File: src/mrts_pkg.sv
// ----------------------------------------------------------------------------
// mrts_pkg
// Shared widths, reset values, phase and register codes, and the beat
// types of the motor reversal test sequencer.
// ----------------------------------------------------------------------------
package mrts_pkg;

	// field widths
	localparam int unsigned TargetW  = 15;
	localparam int unsigned BandW    = 11;
	localparam int unsigned DwellW   = 16;
	localparam int unsigned SpeedW   = 16;
	localparam int unsigned TimeW    = 32;
	localparam int unsigned PhaseW   = 3;
	localparam int unsigned CfgIdxW  = 2;
	localparam int unsigned CfgDataW = 16;

	// band limits use two bits above the speed width to avoid wrap
	localparam int unsigned SpanW = SpeedW + 2;

	// register reset values
	localparam logic [TargetW-1:0] TargetReset = TargetW'(2500);
	localparam logic [BandW-1:0]   BandReset   = BandW'(30);
	localparam logic [DwellW-1:0]  DwellReset  = DwellW'(500);

	// test phases, coded as shown on the result beat
	typedef enum logic [PhaseW-1:0] {
		PH_STANDBY = 3'd0,
		PH_PRESSED = 3'd1,
		PH_CW      = 3'd2,
		PH_CCW     = 3'd3,
		PH_STOP    = 3'd4
	} phase_t;

	// configuration register indexes
	typedef enum logic [CfgIdxW-1:0] {
		REG_TARGET = 2'd0,
		REG_BAND   = 2'd1,
		REG_DWELL  = 2'd2
	} cfg_reg_t;

	typedef struct packed {
		logic [TargetW-1:0] target_speed;
		logic [BandW-1:0]   speed_band;
		logic [DwellW-1:0]  dwell_ms;
	} cfg_t;

	typedef struct packed {
		logic                     button_rise;
		logic                     button_fall;
		logic signed [SpeedW-1:0] measured_speed;
		logic [TimeW-1:0]         now_ms;
	} item_t;

	typedef struct packed {
		phase_t                   test_phase;
		logic signed [SpeedW-1:0] speed_setpoint;
		logic                     controller_on;
		logic                     start_pulse;
		logic                     stop_pulse;
	} result_t;

	// window check status handed from the band unit to the sequencer
	typedef struct packed {
		logic in_band;
		logic reached;
	} band_stat_t;

endpackage

File: src/mrts_if.sv
// ----------------------------------------------------------------------------
// mrts_if
// Valid/ready channels of the sequencer: handler call beats, result beats
// and configuration writes.
// ----------------------------------------------------------------------------
interface mrts_item_if;
	logic                                      valid;
	logic                                      ready;
	logic                                      button_rise;
	logic                                      button_fall;
	logic signed [mrts_pkg::SpeedW-1:0]        measured_speed;
	logic [mrts_pkg::TimeW-1:0]                now_ms;

	modport source (output valid, button_rise, button_fall, measured_speed, now_ms,
		input ready);
	modport sink (input valid, button_rise, button_fall, measured_speed, now_ms,
		output ready);
endinterface

interface mrts_result_if;
	logic                                      valid;
	logic                                      ready;
	logic [mrts_pkg::PhaseW-1:0]               test_phase;
	logic signed [mrts_pkg::SpeedW-1:0]        speed_setpoint;
	logic                                      controller_on;
	logic                                      start_pulse;
	logic                                      stop_pulse;

	modport source (output valid, test_phase, speed_setpoint, controller_on,
		start_pulse, stop_pulse, input ready);
	modport sink (input valid, test_phase, speed_setpoint, controller_on,
		start_pulse, stop_pulse, output ready);
endinterface

interface mrts_cfg_if;
	logic                                      valid;
	logic                                      ready;
	logic [mrts_pkg::CfgIdxW-1:0]              index;
	logic [mrts_pkg::CfgDataW-1:0]             data;

	modport source (output valid, index, data, input ready);
	modport sink (input valid, index, data, output ready);
endinterface

File: src/mrts_band.sv
// ----------------------------------------------------------------------------
// mrts_band
// Speed window compare around the setpoint and dwell time check.
// ----------------------------------------------------------------------------
module mrts_band (
	input  logic signed [mrts_pkg::SpeedW-1:0] setpoint,
	input  logic [mrts_pkg::BandW-1:0]         speed_band,
	input  logic [mrts_pkg::DwellW-1:0]        dwell_ms,
	input  logic [mrts_pkg::TimeW-1:0]         entry_time,
	input  logic signed [mrts_pkg::SpeedW-1:0] measured_speed,
	input  logic [mrts_pkg::TimeW-1:0]         now_ms,
	output mrts_pkg::band_stat_t               stat
);

	logic signed [mrts_pkg::SpanW-1:0] sp_x;
	logic signed [mrts_pkg::SpanW-1:0] band_x;
	logic signed [mrts_pkg::SpanW-1:0] spd_x;
	logic signed [mrts_pkg::SpanW-1:0] lo;
	logic signed [mrts_pkg::SpanW-1:0] hi;
	logic [mrts_pkg::TimeW-1:0]        elapsed;

	// form limits at full width
	assign sp_x   = mrts_pkg::SpanW'(setpoint);
	assign band_x = $signed(mrts_pkg::SpanW'(speed_band));
	assign spd_x  = mrts_pkg::SpanW'(measured_speed);
	assign lo     = sp_x - band_x;
	assign hi     = sp_x + band_x;

	// modular elapsed time since band entry
	assign elapsed = now_ms - entry_time;

	assign stat.in_band = (spd_x >= lo) && (spd_x <= hi);
	assign stat.reached = stat.in_band && (elapsed >= mrts_pkg::TimeW'(dwell_ms));

endmodule

File: src/mrts_fsm.sv
// ----------------------------------------------------------------------------
// mrts_fsm
// Test phase sequencer: holds phase, setpoint, band entry time and the
// controller enable, and forms the result of the current handler call.
// ----------------------------------------------------------------------------
module mrts_fsm (
	input  logic                  clk,
	input  logic                  arst_n,
	input  logic                  advance,
	input  mrts_pkg::item_t       item,
	input  mrts_pkg::cfg_t        cfg,
	output mrts_pkg::result_t     res
);

	mrts_pkg::phase_t                   phase_q;
	mrts_pkg::phase_t                   phase_d;
	logic signed [mrts_pkg::SpeedW-1:0] setpoint_q;
	logic signed [mrts_pkg::SpeedW-1:0] setpoint_d;
	logic [mrts_pkg::TimeW-1:0]         entry_q;
	logic [mrts_pkg::TimeW-1:0]         entry_d;
	logic                               enable_q;
	logic                               enable_d;
	logic                               start;
	logic                               stop;
	logic                               checking;
	mrts_pkg::band_stat_t               stat;

	// pick the setpoint of the running phase
	always_comb begin
		unique case (phase_q)
			mrts_pkg::PH_CW:   setpoint_d = mrts_pkg::SpeedW'(cfg.target_speed);
			mrts_pkg::PH_CCW:  setpoint_d = -mrts_pkg::SpeedW'(cfg.target_speed);
			mrts_pkg::PH_STOP: setpoint_d = '0;
			default:           setpoint_d = setpoint_q;
		endcase
	end

	mrts_band u_band (
		.setpoint       (setpoint_d),
		.speed_band     (cfg.speed_band),
		.dwell_ms       (cfg.dwell_ms),
		.entry_time     (entry_q),
		.measured_speed (item.measured_speed),
		.now_ms         (item.now_ms),
		.stat           (stat)
	);

	// next phase
	always_comb begin
		unique case (phase_q)
			mrts_pkg::PH_STANDBY: phase_d = item.button_rise ? mrts_pkg::PH_PRESSED : phase_q;
			mrts_pkg::PH_PRESSED: phase_d = item.button_fall ? mrts_pkg::PH_CW : phase_q;
			mrts_pkg::PH_CW:      phase_d = stat.reached ? mrts_pkg::PH_CCW : phase_q;
			mrts_pkg::PH_CCW:     phase_d = stat.reached ? mrts_pkg::PH_STOP : phase_q;
			mrts_pkg::PH_STOP:    phase_d = stat.reached ? mrts_pkg::PH_STANDBY : phase_q;
			default:              phase_d = mrts_pkg::PH_STANDBY;
		endcase
	end

	// pulses and controller enable
	always_comb begin
		start    = 1'b0;
		stop     = 1'b0;
		enable_d = enable_q;
		checking = 1'b0;
		unique case (phase_q)
			mrts_pkg::PH_STANDBY: begin
			end
			mrts_pkg::PH_PRESSED: begin
				if (item.button_fall) begin
					enable_d = 1'b1;
					start    = 1'b1;
				end
			end
			mrts_pkg::PH_CW, mrts_pkg::PH_CCW: begin
				checking = 1'b1;
			end
			mrts_pkg::PH_STOP: begin
				checking = 1'b1;
				if (stat.reached) begin
					enable_d = 1'b0;
					stop     = 1'b1;
				end
			end
			default: begin
				enable_d = 1'b0;
				stop     = 1'b1;
			end
		endcase
	end

	// reload band entry time while checking and the speed is outside the window
	assign entry_d = (checking && !stat.in_band) ? item.now_ms : entry_q;

	// commit state on each processed beat
	always_ff @(posedge clk or negedge arst_n) begin
		if (!arst_n) begin
			phase_q    <= mrts_pkg::PH_STANDBY;
			setpoint_q <= '0;
			entry_q    <= '0;
			enable_q   <= 1'b0;
		end else if (advance) begin
			phase_q    <= phase_d;
			setpoint_q <= setpoint_d;
			entry_q    <= entry_d;
			enable_q   <= enable_d;
		end
	end

	assign res.test_phase     = phase_d;
	assign res.speed_setpoint = setpoint_d;
	assign res.controller_on  = enable_d;
	assign res.start_pulse    = start;
	assign res.stop_pulse     = stop;

endmodule

File: src/motor_reversal_test_sequencer_core.sv
// ----------------------------------------------------------------------------
// motor_reversal_test_sequencer_core
// Button driven clockwise / counter-clockwise / stop speed test sequencer.
// ----------------------------------------------------------------------------
// Each beat on item is one handler call and yields exactly one beat on
// result. The block takes one call per clock unless a waiting result
// stalls it: a call is registered on acceptance, evaluated from the input
// register by the window compare, the 32-bit elapsed time subtraction and
// the phase step, and the result sits in an output register; a new call
// is accepted while a finished result waits for its sink if the input
// register is empty. Throughput is set by the single state update per
// cycle in the phase sequencer. Configuration writes take effect for calls
// evaluated after them; cfg is always ready and indexes above two are ignored.
module motor_reversal_test_sequencer_core (
	input  logic          clk,
	input  logic          arst_n,
	mrts_item_if.sink     item,
	mrts_result_if.source result,
	mrts_cfg_if.sink      cfg
);

	mrts_pkg::cfg_t    cfg_q;
	mrts_pkg::item_t   item_s1;
	logic              valid_s1;
	mrts_pkg::result_t res_d;
	mrts_pkg::result_t res_q;
	logic              res_valid_q;
	logic              advance;
	logic              item_take;

	// configuration registers
	assign cfg.ready = 1'b1;

	always_ff @(posedge clk or negedge arst_n) begin
		if (!arst_n) begin
			cfg_q.target_speed <= mrts_pkg::TargetReset;
			cfg_q.speed_band   <= mrts_pkg::BandReset;
			cfg_q.dwell_ms     <= mrts_pkg::DwellReset;
		end else if (cfg.valid) begin
			unique case (cfg.index)
				mrts_pkg::REG_TARGET: cfg_q.target_speed <= cfg.data[mrts_pkg::TargetW-1:0];
				mrts_pkg::REG_BAND:   cfg_q.speed_band   <= cfg.data[mrts_pkg::BandW-1:0];
				mrts_pkg::REG_DWELL:  cfg_q.dwell_ms     <= cfg.data[mrts_pkg::DwellW-1:0];
				default: begin
				end
			endcase
		end
	end

	// move a call forward when the result register is free or draining
	assign advance    = valid_s1 && (!res_valid_q || result.ready);
	assign item.ready = !valid_s1 || advance;
	assign item_take  = item.valid && item.ready;

	// input register
	always_ff @(posedge clk or negedge arst_n) begin
		if (!arst_n) begin
			valid_s1 <= 1'b0;
		end else if (item_take) begin
			valid_s1 <= 1'b1;
		end else if (advance) begin
			valid_s1 <= 1'b0;
		end
	end

	always_ff @(posedge clk) begin
		if (item_take) begin
			item_s1.button_rise    <= item.button_rise;
			item_s1.button_fall    <= item.button_fall;
			item_s1.measured_speed <= item.measured_speed;
			item_s1.now_ms         <= item.now_ms;
		end
	end

	mrts_fsm u_fsm (
		.clk     (clk),
		.arst_n  (arst_n),
		.advance (advance),
		.item    (item_s1),
		.cfg     (cfg_q),
		.res     (res_d)
	);

	// result register
	always_ff @(posedge clk or negedge arst_n) begin
		if (!arst_n) begin
			res_valid_q <= 1'b0;
		end else if (advance) begin
			res_valid_q <= 1'b1;
		end else if (result.ready) begin
			res_valid_q <= 1'b0;
		end
	end

	always_ff @(posedge clk) begin
		if (advance) begin
			res_q <= res_d;
		end
	end

	assign result.valid          = res_valid_q;
	assign result.test_phase     = res_q.test_phase;
	assign result.speed_setpoint = res_q.speed_setpoint;
	assign result.controller_on  = res_q.controller_on;
	assign result.start_pulse    = res_q.start_pulse;
	assign result.stop_pulse     = res_q.stop_pulse;

endmodule

File: src/flat_wrapper.sv
// flat-port wrapper written by rule: the top's interface ports become plain ports
module motor_reversal_test_sequencer_core_flat 
  (clk, arst_n, item_valid, item_button_rise, item_button_fall, item_measured_speed, item_now_ms, item_ready, result_valid, result_test_phase, result_speed_setpoint, result_controller_on, result_start_pulse, result_stop_pulse, result_ready, cfg_valid, cfg_index, cfg_data, cfg_ready);
  mrts_item_if item_i ();
  mrts_result_if result_i ();
  mrts_cfg_if cfg_i ();
  input  logic clk;
  input  logic arst_n;
  input wire logic [$bits(item_i.valid)-1:0] item_valid;
  input wire logic [$bits(item_i.button_rise)-1:0] item_button_rise;
  input wire logic [$bits(item_i.button_fall)-1:0] item_button_fall;
  input wire logic [$bits(item_i.measured_speed)-1:0] item_measured_speed;
  input wire logic [$bits(item_i.now_ms)-1:0] item_now_ms;
  output wire logic [$bits(item_i.ready)-1:0] item_ready;
  output wire logic [$bits(result_i.valid)-1:0] result_valid;
  output wire logic [$bits(result_i.test_phase)-1:0] result_test_phase;
  output wire logic [$bits(result_i.speed_setpoint)-1:0] result_speed_setpoint;
  output wire logic [$bits(result_i.controller_on)-1:0] result_controller_on;
  output wire logic [$bits(result_i.start_pulse)-1:0] result_start_pulse;
  output wire logic [$bits(result_i.stop_pulse)-1:0] result_stop_pulse;
  input wire logic [$bits(result_i.ready)-1:0] result_ready;
  input wire logic [$bits(cfg_i.valid)-1:0] cfg_valid;
  input wire logic [$bits(cfg_i.index)-1:0] cfg_index;
  input wire logic [$bits(cfg_i.data)-1:0] cfg_data;
  output wire logic [$bits(cfg_i.ready)-1:0] cfg_ready;
  assign item_i.valid = item_valid;
  assign item_i.button_rise = item_button_rise;
  assign item_i.button_fall = item_button_fall;
  assign item_i.measured_speed = item_measured_speed;
  assign item_i.now_ms = item_now_ms;
  assign item_ready = item_i.ready;
  assign result_valid = result_i.valid;
  assign result_test_phase = result_i.test_phase;
  assign result_speed_setpoint = result_i.speed_setpoint;
  assign result_controller_on = result_i.controller_on;
  assign result_start_pulse = result_i.start_pulse;
  assign result_stop_pulse = result_i.stop_pulse;
  assign result_i.ready = result_ready;
  assign cfg_i.valid = cfg_valid;
  assign cfg_i.index = cfg_index;
  assign cfg_i.data = cfg_data;
  assign cfg_ready = cfg_i.ready;
  motor_reversal_test_sequencer_core u_core (.clk(clk), .arst_n(arst_n), .item(item_i), .result(result_i), .cfg(cfg_i));
endmodule
File: config.mk
export PLATFORM = sky130hd
export DESIGN_NAME = motor_reversal_test_sequencer_core_flat
export DESIGN_NICKNAME = d
export VERILOG_FILES = /design/src/mrts_pkg.sv /design/src/mrts_if.sv /design/src/mrts_band.sv /design/src/mrts_fsm.sv /design/src/motor_reversal_test_sequencer_core.sv /design/src/flat_wrapper.sv
export SDC_FILE = /design/constraint.sdc
export NUM_CORES = 1
export LEC_CHECK = 0
export ABC_CLOCK_PERIOD_IN_PS = 5000
export BUFFER_PORTS_ARGS = -buffer_cell sky130_fd_sc_hd__buf_4
export CAP_MARGIN = 0
export CORE_MARGIN = 3
export CORE_UTILIZATION = 55
export DETAILED_ROUTE_END_ITERATION = 8
export PLACE_DENSITY_LB_ADDON = 0.1
export SKIP_LAST_GASP = 1
export SYNTH_ARGS = -nofsm -noshare
export SYNTH_HDL_FRONTEND = slang
export SYNTH_HIERARCHICAL = 1
export SYNTH_SLANG_ARGS = --single-unit
File: constraint.sdc
create_clock -name clk -period 5 [get_ports clk]
set_input_delay 1 -clock clk [delete_from_list [all_inputs] [get_ports clk]]
set_output_delay 1 -clock clk [all_outputs]
set_load 0.01 [all_outputs]
==> results.md, run 1 <==
* Pwr Total at between 10000 and 15000 uW
* Antenna violations before repair at 0
* Die ar. at 0.0223 mm^2
* HPWL after DPL at slightly above 20 mm
* Post-Route WL at between 20 and 30 mm
* Critical path's top delay family: compound AO/OA/AOI/OAI gates
* DR WL/cell at ~18 um
* Hold-fix buffers, CTS at 0
* 1st-iter DRT viols at ~760
* Hold EP: u_core/u_fsm/setpoint_q[15]
* Worst-path maximum fanout at 5
* Final Skew at 0.0176 ns
* Dominant synthesized flop cell: dfrtp_1
* Length in cells of the worst reg-to-reg path at 25
* Fillers at 1520
* Max-cap violations at 0
* Critical Path End Type: flop
* CTS Buffer Depth at 2
* TritonCTS clock tree: yes
* Post-synthesis async set-or-reset flop share at 0.571
* Sw power at approximately 5200 uW
* Unrepaired setup endpoints after global routing: yes
* Switching Share at 0.443
* Outcome: finished with violations
* Tcrit/Tclk final at 1.08
* Synth warn at 6
* Slowest stage cell, crit path: or3b_4
* Area Growth Syn to Fin at 26.2%
* Nets at around 1500
* Vias in the first global route at approximately 9100
* Die X at around 150 um
* Critical path depth at 25
* Vias per inst at between 5 and 6
* R2r endpoint: u_core/u_fsm/phase_q[0]
* Largest net degree at the start of global routing at 60
* Final Core Density at 0.720
* CTS buffer count at 17
* Post-synth EDFFs at slightly above 70
* Minimum clock period at about 5.4 ns
* Hold depth at 2
* Mapped cell area at about 0.011 mm^2
* Register area at 0.00458 mm^2
* Lkg Pwr at around 0.0063 uW
* Hold Vio Cnt, Final at 0
* Initial Utilization at 0.570
* Global placement routability congestion at 0.936
* DRC viols at 0
* Reg power frac at 0.182
* First-pass GRT wire length at between 40 and 50 mm
* Slowest Stage Delay on Critical Path at between 0.4 and 0.5 ns
* Antenna cell count at 0
* Gate count of the mapped netlist at 1103
* Share of layout cells above drive strength 1 at 0.336
* Highest achievable clock rate at about 190 MHz
* Netlist cell types at 94
* Root buffer cell: clkbuf_16
* HP Class: reg2reg
* Slew headroom at 0.273
* Final Setup Violations at around 40
* Post-synthesis net count at roughly 1300
* IO Pins at roughly 100
* Worst Path Arrival at ~5.7 ns
* Number of core rows at 51
* Critical path type: reg2reg
* Port bufs at 96
* Die height at roughly 150 um
* CORE AREA at approximately 0.02 mm^2
* Tightest Pin Transition at between 1 and 1.5 ns
* Failing checks: negative setup slack
* Skew-Pair Late Insertion Delay at ~0.44 ns
* Yosys top cell by area: edfxtp_1
* Reg2reg start: u_core/cfg_q[27]
* Clk sinks at between 150 and 200
* Critical path buffers and inverters at 1
* Gr usage total at 0.260
* DR pass1 iterations at 5
* VDD IR max at just under 500 uV
* Internal at about 6500 uW
* Worst-path clk slew at 0.07 ns
* Seq cells post-synth at between 150 and 200
* Synth Area per Inst at between 10 and 15 um^2
* Routed via count at roughly 9300
* Pwr Density at ~820 mW/mm^2
* CP Launch Type: flop
* Flop-to-flop setup slack at -0.40 ns
* Post-synthesis sequential area ratio at 0.406
* Grt total ovfl at 0
* Start point of the worst min-delay path: u_core/u_fsm/setpoint_q[15]
* Multi-input gate area at ~0.0065 mm^2
* Max-slew violation count at 0
* Clock network fraction of total power at 0.117
* Antenna-violating nets left at 0
* Depth of the CTS H-tree at 4
* Worst Slack Setup Final at -0.400 ns
* Top post-synthesis cells by area: edfxtp_1 (19%), dfrtp_1 (18%), ha_1 (12%), mux2_2 (7.9%), dfstp_2 (3.5%)
* Yosys top cell area share at 0.192
* Comb pwr share at 0.700
* Required @ worst endpoint at about 5.3 ns
==> cells by family (layout without fill, tap and decap cells) <==
| logic type | Yosys count | in the layout | share of synthesized area |
|---|---|---|---|
| AOI/OAI and AO/OA | 273 | 273 | 0.165 |
| xor gates and xnor gates | 47 | 47 | 0.0365 |
| adders and majority gates | 107 | 107 | 0.121 |
| buffers and inverters | 148 | 365 | 0.0544 |
| DFF | 168 | 168 | 0.406 |
| muxes | 90 | 90 | 0.0887 |
| other | 1 | 1 | 0.000332 |
| and+or+nand+nor | 269 | 269 | 0.128 |
==> state kept, by name (all words and copies together), names as in the netlist <==
signal,count
u_core/u_fsm/entry_q,32
u_core/result.stop_pulse,1
u_core/result.valid,1
u_core/valid_s1,1
u_core/result.controller_on,1
u_core/cfg_q,42
u_core/u_fsm/phase_q,3
u_core/u_fsm/enable_q,1
u_core/result.start_pulse,1
u_core/u_fsm/setpoint_q,16
u_core/result.test_phase,3
u_core/item_s1,50
u_core/result.speed_setpoint,16
==> area by class of cell <==
type	instances	share of cell area
clock inverters	15	0.0141
inverters	99	0.0261
flip-flops and latches	168	0.322
repair buffers	234	0.129
clock buffers	17	0.0299
well taps	265	0.0233
multi-input cells	787	0.456
==> worst max-delay path by stage <==
| stage | startpoint | end | slack (ns) |
|---|---|---|---|
| final | u_core/cfg_q[27] | u_core/u_fsm/phase_q[0] | -0.40 |
| after detailed placement | u_core/cfg_q[28] | u_core/u_fsm/phase_q[0] | -0.41 |
| after global routing | u_core/cfg_q[27] | u_core/u_fsm/phase_q[0] | -0.65 |
| after global placement | u_core/cfg_q[27] | u_core/u_fsm/phase_q[0] | -0.22 |
| after CTS | u_core/cfg_q[27] | u_core/u_fsm/phase_q[0] | -0.21 |
| after floorplan | u_core/u_fsm/phase_q[2] | u_core/u_fsm/phase_q[1] | 0.004 |
==> layer usage <==
metal | share of wire | up-vias | track usage
li1 | - | 4435 | -
met1 | 0.46 | 4543 | 0.371
met2 | 0.46 | 314 | 0.411
met3 | 0.055 | 46 | 0.0435
met4 | 0.021 | 0 | 0.0751
met5 | 0 | - | 0
==> cells in the final DEF (no fill, tap or decap), types with 31 or more instances in the layout <==
cell,count
buf_4,227
ha_1,96
inv_1,95
dfrtp_1,81
edfxtp_1,72
a21oi_1,66
mux2_2,63
nor2_1,61
nand2_1,55
o21ai_0,45
xnor2_1,31
==> synth_stat cells, types with 15 or more instances <==
master	instances
nand2b_1	17
dfrtp_1	81
o21ai_0	53
xnor2_1	31
a21oi_1	74
inv_1	97
nand2_1	56
nor2_1	64
nor3_1	23
dfstp_2	15
a21o_1	20
ha_1	104
nand3_1	24
edfxtp_1	72
mux2_2	79
clkbuf_1	25
xor2_1	16
==> worst reg2reg max path: stages (launching register included) <==
cell and delay, ns:
dfrtp_1 0.41, inv_1 0.08, ha_2 0.18, or3b_4 0.42, o31ai_4 0.24, xor2_2 0.13
a221oi_2 0.34, ha_1 0.35, o21ba_4 0.25, o211ai_1 0.22, nand2_1 0.11, or4_1 0.41
and3_4 0.19, ha_4 0.15, nor2_2 0.07, nand2_1 0.07, a21oi_2 0.10, o21ai_1 0.08
a221oi_2 0.26, o21ai_2 0.13, a31oi_4 0.20, o41a_1 0.28, mux2i_1 0.11, nor2_1 0.16
a211oi_2 0.07, mux2_2 0.27
==> timing repair <==
item                                    in CTS  in global routing
endpoints found under the setup margin      41                 41
setup buffers                               10                  5
resized for setup                           61                 17
cloned                                       2                  1
endpoints found under the hold margin        0                  0
pin swaps                                   31                  8
==> stage by stage <==
stage / setup slack (ns) / TNS, ns / hold slack [ns] / cells / instance area, um^2
after global routing: -0.655 / -21.91 / 0.507 / 1585 / 14200
after CTS: -0.209 / -4.43 / 0.486 / 1581 / 14100
after detailed placement: -0.407 / -13.62 / 0.471 / 1537 / 13100
after global placement: -0.217 / -6.04 / 0.466 / 1537 / 13100
after floorplan: 0.00365 / 0 / 0.449 / 1103 / 11400
final: -0.400 / -12.08 / 0.484 / 1585 / 14200
==> power groups by stage <==
stage               combinational [uW]  clock, uW  sequential (uW)
finish                            8190       1370             2130
global route                      8970       1450             2180
CTS                               7840       1400             2130
detailed placement                7170          0             2150
global placement                  7040          0             2130
floorplan                         4870          0             2120
(Power assumes the default switching activity.)
==> run 2: changes to the inputs <==
- TNS_END_PERCENT: not set -> 1
==> run 2 against run 1 <==
Compared with the run above: the run still ends with negative setup slack left; die area unchanged; critical path type unchanged; combinational power down 5.7%; maximum frequency decreased by 1.3%; final cell count shrank 0.44%; flip-flop and latch count is the same; via count shrank 1.7%; sequential share of layout area increased by 0.65 points; clock power about the same; sequential power barely moved; wire length decreased by 4.6%; worst setup slack got worse by 0.074 ns.
==> results.md, run 2 (same netlist as run 1, synthesis figures left out) <==
* Max-slew violation count at 0 (unchanged)
* Length in cells of the worst reg-to-reg path at 26 (was 25)
* Outcome: finished with violations (unchanged)
* Area Growth Syn to Fin at 23.7% (was 26.2%)
* Vias per inst at 5.82 (was 5.89)
* Largest net degree at the start of global routing at 60 (unchanged)
* Largest register by flop count: u_core/item_s1 (unchanged)
* Slew headroom at 0.251 (was 0.273)
* CTS Buffer Depth at 2 (unchanged)
* Minimum clock period at 5.47 ns (was 5.40 ns)
* Max reg flops at 50 (unchanged)
* Post-Route WL at 27.5 mm (was 28.8 mm)
* Switching Share at 0.445 (was 0.443)
* Grt total ovfl at 0 (unchanged)
* Final Skew at 0.0164 ns (was 0.0176 ns)
* TritonCTS clock tree: yes (unchanged)
* Tcrit/Tclk final at 1.09 (was 1.08)
* Clock network fraction of total power at 0.122 (was 0.117)
* Highest achievable clock rate at 183 MHz (was 185 MHz)
* Antenna violations before repair at 0 (unchanged)
* Lkg Pwr at 0.00617 uW (was 0.00633 uW)
* Final Setup Violations at 41 (unchanged)
* DR pass1 iterations at 5 (unchanged)
* Gr usage total at 0.250 (was 0.260)
* Worst-path clk slew at 0.07 ns (about the same)
* Pwr Density at 803 mW/mm^2 (was 821 mW/mm^2)
* Sw power at 4990 uW (was 5180 uW)
* DR WL/cell at 17.4 um (was 18.2 um)
* Global placement routability congestion at 0.936 (unchanged)
* Most frequent cells in the layout: buf_4 (226), ha_1 (100), inv_1 (95) (was buf_4 (227), ha_1 (96), inv_1 (95))
* Skew-Pair Late Insertion Delay at 0.44 ns (about the same)
* Antenna cell count at 0 (unchanged)
* Critical Path End Type: flop (unchanged)
* Tightest Pin Transition at 1.12 ns (was 1.09 ns)
* Worst Path Arrival at 5.79 ns (was 5.72 ns)
* Required @ worst endpoint at 5.32 ns (about the same)
* Post-place setup slack at -0.407 ns (unchanged)
* Commonest non-fill, non-tap cell in the layout: buf_4 (unchanged)
* Vias in the first global route at 8894 (was 9091)
* Share of layout cells above drive strength 1 at 0.320 (was 0.336)
* Worst Slack Setup Final at -0.474 ns (was -0.400 ns)
* Failing checks: negative setup slack (unchanged)
* First-pass GRT wire length at 44.5 mm (was 46.1 mm)
* Reg power frac at 0.189 (was 0.182)
* Die height at 149 um (unchanged)
* Number of core rows at 51 (unchanged)
* CORE AREA at 0.0198 mm^2 (unchanged)
* Antenna-violating nets left at 0 (unchanged)
* Worst-path maximum fanout at 6 (was 5)
* Unrepaired setup endpoints after global routing: yes (unchanged)
* 1st-iter DRT viols at 688 (was 764)
* CP Launch Type: flop (unchanged)
* Hold-fix buffers, CTS at 0 (unchanged)
* Die ar. at 0.0223 mm^2 (unchanged)
* Depth of the CTS H-tree at 4 (unchanged)
* Root buffer cell: clkbuf_16 (unchanged)
* Hold depth at 2 (unchanged)
* Layout Cells excl Fill at 1578 (was 1585)
* HP Class: reg2reg (unchanged)
* Comb pwr share at 0.689 (was 0.700)
* Port bufs at 96 (unchanged)
* Max-cap violations at 0 (unchanged)
* Setup TNS at -14.17 ns (was -12.08 ns)
* IO Pins at 98 (unchanged)
* Nets at 1480 (was 1487)
* Routed via count at 9178 (was 9338)
* Initial Utilization at 0.570 (unchanged)
* DRC viols at 0 (unchanged)
* VDD IR max at 501 uV (was 487 uV)
* Clk sinks at 168 (unchanged)
* Die X at 149 um (unchanged)
* DP Cell Count at 1537 (unchanged)
* CTS buffer count at 17 (unchanged)
* Hold Vio Cnt, Final at 0 (unchanged)
* Critical path type: reg2reg (unchanged)
* HPWL after DPL at 20.7 mm (unchanged)
* Largest regs: u_core/item_s1 (50), u_core/cfg_q (42), u_core/u_fsm/entry_q (32) (unchanged)
* Internal at 6220 uW (was 6520 uW)
[run 2: cell type report]
cell class	instances	area [um^2]
Clock buffer	17	425
Sequential cell	168	4580
Inverter	99	372
Tap cell	265	332
Clock inverter	15	200
Multi-Input combinational cell	787	6330
Timing Repair Buffer	227	1720
Fill cell	1561	5820
[run 2: repair_timing]
| item | 4_1_cts | 5_1_grt |
|---|---|---|
| resized for setup | 15 | 20 |
| setup endpoints to repair | 41 | 41 |
| pin swaps | 14 | 27 |
| setup buffers | 3 | 6 |
[run 2: worst paths after layout]
| path | startpoint | end | slack [ns] |
|---|---|---|---|
| worst min-delay path | u_core/u_fsm/setpoint_q[15] | u_core/u_fsm/setpoint_q[15] | 0.48 |
| max in group asynchronous | arst_n | u_core/cfg_q[20] | 3.33 |
| worst max register to register | u_core/cfg_q[27] | u_core/u_fsm/phase_q[0] | -0.47 |
| worst max-delay path | u_core/cfg_q[27] | u_core/u_fsm/phase_q[0] | -0.47 |
| min in group asynchronous | arst_n | u_core/u_fsm/setpoint_q[9] | 0.65 |
| worst min register to register | u_core/u_fsm/setpoint_q[15] | u_core/u_fsm/setpoint_q[15] | 0.48 |
[run 2: metal layers]
layer,track usage,share of wire,up-vias
li1,-,-,4429
met5,0,0,-
met4,0.0732,0.021,0
met3,0.0422,0.058,44
met1,0.357,0.46,4410
met2,0.392,0.46,295
[run 2: power by group through the flow]
| stage | Combinational (uW) | Sequential (uW) | Clock, uW |
|---|---|---|---|
| after floorplan | 4870 | 2120 | 0 |
| after global placement | 7040 | 2130 | 0 |
| after detailed placement | 7170 | 2150 | 0 |
| after CTS | 7370 | 2120 | 1400 |
| after global routing | 8510 | 2170 | 1450 |
| final | 7720 | 2120 | 1370 |
[run 2: stage by stage]
stage | area [um^2] | hold slack [ns] | power (uW) | utilization
after floorplan | 11400 | 0.449 | 6990 | -
after global placement | 13100 | 0.466 | 9170 | 0.662
after detailed placement | 13100 | 0.471 | 9320 | 0.662
after CTS | 13800 | 0.486 | 10900 | 0.699
after global routing | 14000 | 0.507 | 12100 | 0.706
final | 14000 | 0.484 | 11200 | 0.706
[run 2: worst max-delay path: stages (launching register included)]
cell      delay, ns
dfrtp_1        0.40
inv_1          0.07
ha_2           0.18
or3b_4         0.42
o31ai_4        0.32
xor2_2         0.26
a221oi_4       0.11
ha_2           0.19
or3_4          0.33
o211ai_1       0.22
a21oi_2        0.11
o41ai_2        0.32
buf_4          0.18
nor2_2         0.04
xnor2_1        0.12
ha_1           0.33
nand2_2        0.09
nor4_4         0.28
nand2_1        0.11
nand3_2        0.09
o21ai_2        0.06
a31oi_2        0.22
o41a_1         0.31
mux2i_1        0.11
nor2_1         0.15
a211oi_2       0.07
mux2_4         0.27
==> run 3: changes to the inputs <==
- SLEW_MARGIN: not set -> 20
- SYNTH_HIERARCHICAL: 1 -> not set
==> run 3 against run 2 <==
Compared with the run above: critical path depth did not move; critical endpoint is now u_core.u_fsm.entry_q[9]; core utilization fell by 0.37 points; via count fell by 9.3%; synthesized cell count fell by 7.6%; the run still ends with negative setup slack left.
==> results.md, run 3 <==
* Outcome: finished with violations (unchanged)
* Failing checks: negative setup slack (unchanged)
* Port bufs at 96 (unchanged)
* CP Launch Type: flop (unchanged)
* Gate count of the mapped netlist at 1019 (was 1103)
* Hold slack at 0.477 ns (was 0.484 ns)
* DR WL/cell at 17.4 um (about the same)
* Post-Route WL at 25.9 mm (was 27.5 mm)
* Final Skew at 0.00795 ns (was 0.0164 ns)
* Root buffer cell: clkbuf_16 (unchanged)
* Area Growth Syn to Fin at 24.2% (was 23.7%)
* Post-place setup slack at -0.589 ns (was -0.407 ns)
* Dominant synthesized flop cell: dfrtp_1 (unchanged)
* Post-synth EDFFs at 72 (unchanged)
* Post-synthesis net count at 1199 (was 1283)
* Sw power at 4290 uW (was 4990 uW)
* Die X at 145 um (was 149 um)
* VDD IR max at 317 uV (was 501 uV)
* Tcrit/Tclk final at 1.11 (was 1.09)
* CTS buffer count at 17 (unchanged)
* Setup TNS at -20.22 ns (was -14.17 ns)
* Unrepaired setup endpoints after global routing: yes (unchanged)
* Post-synthesis async set-or-reset flop share at 0.571 (unchanged)
* Critical Path End Type: flop (unchanged)
* Synth warn at 0 (was 6)
* First-pass GRT wire length at 40.8 mm (was 44.5 mm)
* Synth top cells by count: ha_1 (104), inv_1 (94), nand2_1 (90) (was ha_1 (104), inv_1 (97), dfrtp_1 (81))
* Length in cells of the worst reg-to-reg path at 26 (unchanged)
* Antenna-violating nets left at 0 (unchanged)
* Hold depth at 2 (unchanged)
* Worst-path maximum fanout at 8 (was 6)
* Tightest Pin Transition at 0.965 ns (was 1.12 ns)
* Design area at 0.0133 mm^2 (was 0.0140 mm^2)
* IO Pins at 98 (unchanged)
* Antenna cell count at 0 (unchanged)
* Max reg flops at 50 (unchanged)
* Max-slew violation count at 0 (unchanged)
* Worst-path clk slew at 0.07 ns (about the same)
* R2r endpoint: u_core.u_fsm.entry_q[9] (was u_core/u_fsm/phase_q[0])
* Max-cap violations at 0 (unchanged)
* Hold Vio Cnt, Final at 0 (unchanged)
* Top post-synthesis cells by area: edfxtp_1 (20%), dfrtp_1 (19%), ha_1 (12%), mux2_2 (8.0%), dfstp_2 (3.7%) (was edfxtp_1 (19%), dfrtp_1 (18%), ha_1 (12%), mux2_2 (7.9%), dfstp_2 (3.5%))
* Nets at 1392 (was 1480)
* Grt total ovfl at 0 (unchanged)
* Switching Share at 0.422 (was 0.445)
* Lkg Pwr at 0.00607 uW (was 0.00617 uW)
* Initial Utilization at 0.565 (was 0.570)
* Highest achievable clock rate at 180 MHz (was 183 MHz)
* Pwr Density at 766 mW/mm^2 (was 803 mW/mm^2)
* Required @ worst endpoint at 5.31 ns (was 5.32 ns)
* Vias per inst at 5.60 (was 5.82)
* Comb pwr share at 0.665 (was 0.689)
* Share of layout cells above drive strength 1 at 0.309 (was 0.320)
* Worst Slack Setup Final at -0.545 ns (was -0.474 ns)
* TritonCTS clock tree: yes (unchanged)
* Worst Path Arrival at 5.86 ns (was 5.79 ns)
* Mapped cell area at 0.0107 mm^2 (was 0.0113 mm^2)
* Depth of the CTS H-tree at 4 (unchanged)
* Internal at 5870 uW (was 6220 uW)
* Skew-Pair Late Insertion Delay at 0.43 ns (was 0.44 ns)
* Most frequent cells in the layout: buf_4 (202), ha_1 (103), inv_1 (90) (was buf_4 (226), ha_1 (100), inv_1 (95))
* HP Class: reg2reg (unchanged)
* Largest register by flop count: u_core.item_s1 (was u_core/item_s1)
* Gr usage total at 0.239 (was 0.250)
* Placed cell areas at 0.0124 mm^2 (was 0.0131 mm^2)
* Commonest non-fill, non-tap cell in the layout: buf_4 (unchanged)
* Slew headroom at 0.357 (was 0.251)
* CTS Buffer Depth at 2 (unchanged)
* Flop-to-flop setup slack at -0.54 ns (was -0.47 ns)
* 1st-iter DRT viols at 468 (was 688)
* Reg power frac at 0.207 (was 0.189)
* Final Setup Violations at 41 (unchanged)
* Hold EP: u_core.u_fsm.setpoint_q[9] (was u_core/u_fsm/setpoint_q[15])
* Largest net degree at the start of global routing at 72 (was 60)
* HPWL after DPL at 19.7 mm (was 20.7 mm)
* Clock network fraction of total power at 0.128 (was 0.122)
* Yosys top cell area share at 0.202 (was 0.192)
* Reg2reg start: u_core.cfg_q[27] (was u_core/cfg_q[27])
* Largest regs: u_core.item_s1 (50), u_core.cfg_q (42), u_core.u_fsm.entry_q (32) (was u_core/item_s1 (50), u_core/cfg_q (42), u_core/u_fsm/entry_q (32))
* Vias in the first global route at 8031 (was 8894)
* Minimum clock period at 5.54 ns (was 5.47 ns)
* DR pass1 iterations at 5 (unchanged)
* Die height at 145 um (was 149 um)
* Global placement routability congestion at 0.930 (was 0.936)
* Post-synthesis sequential area ratio at 0.429 (was 0.406)
* Antenna violations before repair at 0 (unchanged)
* CORE AREA at 0.0189 mm^2 (was 0.0198 mm^2)
* Yosys top cell by area: edfxtp_1 (unchanged)
* Start point of the worst min-delay path: u_core.u_fsm.setpoint_q[9] (was u_core/u_fsm/setpoint_q[15])
* Critical path type: reg2reg (unchanged)
* Number of core rows at 50 (was 51)
* DRC viols at 0 (unchanged)
* DP Cell Count at 1447 (was 1537)
* Netlist cell types at 81 (was 94)
* Clk sinks at 168 (unchanged)
* Synth Area per Inst at 10.5 um^2 (was 10.2 um^2)
* Count leader, synth: ha_1 (unchanged)
* Layout Cells excl Fill at 1485 (was 1578)
* Seq cells post-synth at 168 (unchanged)
* Die ar. at 0.0211 mm^2 (was 0.0223 mm^2)
* Routed via count at 8321 (was 9178)
## run 3: changes by cell type after synthesis, moves of 6 or more
cell     change
nor2_1      -28
nand2_1     +34
a21o_1       +8
xor2_1      +13
mux2i_1      -7
nand4_1      +6
o21ai_0      -9
nor2b_1      -7
nor4_1       -7
o31ai_1      -6
or3_1        -8
nand3_1      -6
## run 3: metal layers
metal | global-route usage | routed length, um | up-vias | share of wire
li1 | - | - | 4070 | -
met4 | 0.0651 | 305 | 0 | 0.012
met1 | 0.320 | 11700 | 4027 | 0.45
met5 | 0 | 0 | - | 0
met2 | 0.403 | 12800 | 198 | 0.49
met3 | 0.0427 | 1140 | 26 | 0.044
## run 3: metrics by stage
stage	total power [uW]	utilization
2_1_floorplan	6370	-
3_3_place_gp	8350	0.658
3_5_place_dp	8470	0.658
4_1_cts	9960	0.693
5_1_grt	11000	0.702
6_report	10200	0.702
## run 3: cell families (layout without fill, tap and decap cells)
kind of cell | count (synthesis) | after routing | share of synthesized area
DFF | 168 | 168 | 0.429
adders and majority gates | 107 | 107 | 0.127
buffers and inverters | 127 | 333 | 0.0467
xor gates and xnor gates | 59 | 59 | 0.0484
muxes | 82 | 82 | 0.0861
AOI/OAI and AO/OA | 237 | 237 | 0.150
and+or+nand+nor | 238 | 238 | 0.112
other | 1 | 1 | 0.000351
## run 3: power by group through the flow
stage	logic, uW	registers (uW)	clock network (uW)
floorplan	4270	2100	0
global placement	6240	2110	0
detailed placement	6340	2130	0
CTS	6530	2100	1320
global route	7450	2150	1390
finish	6760	2110	1300
## run 3: timing repair
action                                  in CTS  in global routing
endpoints found under the setup margin      41                 41
setup buffers                                0                  3
gates cloned                                 1                  2
hold buffers                                 0                  0
gates resized for setup                      9                 29
pin swaps                                    3                 21
## run 3: how the worst max path moves through the flow
stage	start	end	slack [ns]	depth (start not counted)
final	u_core.cfg_q[27]	u_core.u_fsm.entry_q[9]	-0.54	26
after global placement	u_core.cfg_q[27]	u_core.u_fsm.entry_q[15]	-0.59	28
after floorplan	u_core.u_fsm.phase_q[1]	u_core.u_fsm.entry_q[29]	-0.33	26
after detailed placement	u_core.cfg_q[27]	u_core.u_fsm.entry_q[19]	-0.59	28
after CTS	u_core.cfg_q[27]	u_core.u_fsm.entry_q[9]	-0.54	26
after global routing	u_core.cfg_q[27]	u_core.u_fsm.entry_q[18]	-0.85	26
## run 3: layout make-up
type | count | area (um^2)
clock buffers | 19 | 433
clock inverters | 13 | 141
fillers | 1527 | 5630
inverters | 95 | 358
multi-input cells | 724 | 5810
flip-flops and latches | 168 | 4580
well taps | 260 | 325
repair buffers | 206 | 1610
## run 3: worst max-delay path: stages, from the launching register on
cell and delay [ns]:
dfrtp_1 0.39, inv_2 0.08, ha_4 0.20, a21oi_2 0.12, o21ai_1 0.07, o211ai_1 0.16
inv_2 0.11, fa_2 0.38, nor2b_4 0.13, o21bai_1 0.15, a21oi_1 0.09, o21bai_1 0.21
a21oi_2 0.10, o21bai_2 0.19, a221oi_2 0.10, o311ai_2 0.32, nor2_1 0.11, xnor2_1 0.18
ha_1 0.27, a21o_1 0.21, a2111oi_4 0.36, o21ai_1 0.12, a211o_1 0.32, a221oi_4 0.24
or3_4 0.29, buf_12 0.18, mux2_2 0.34
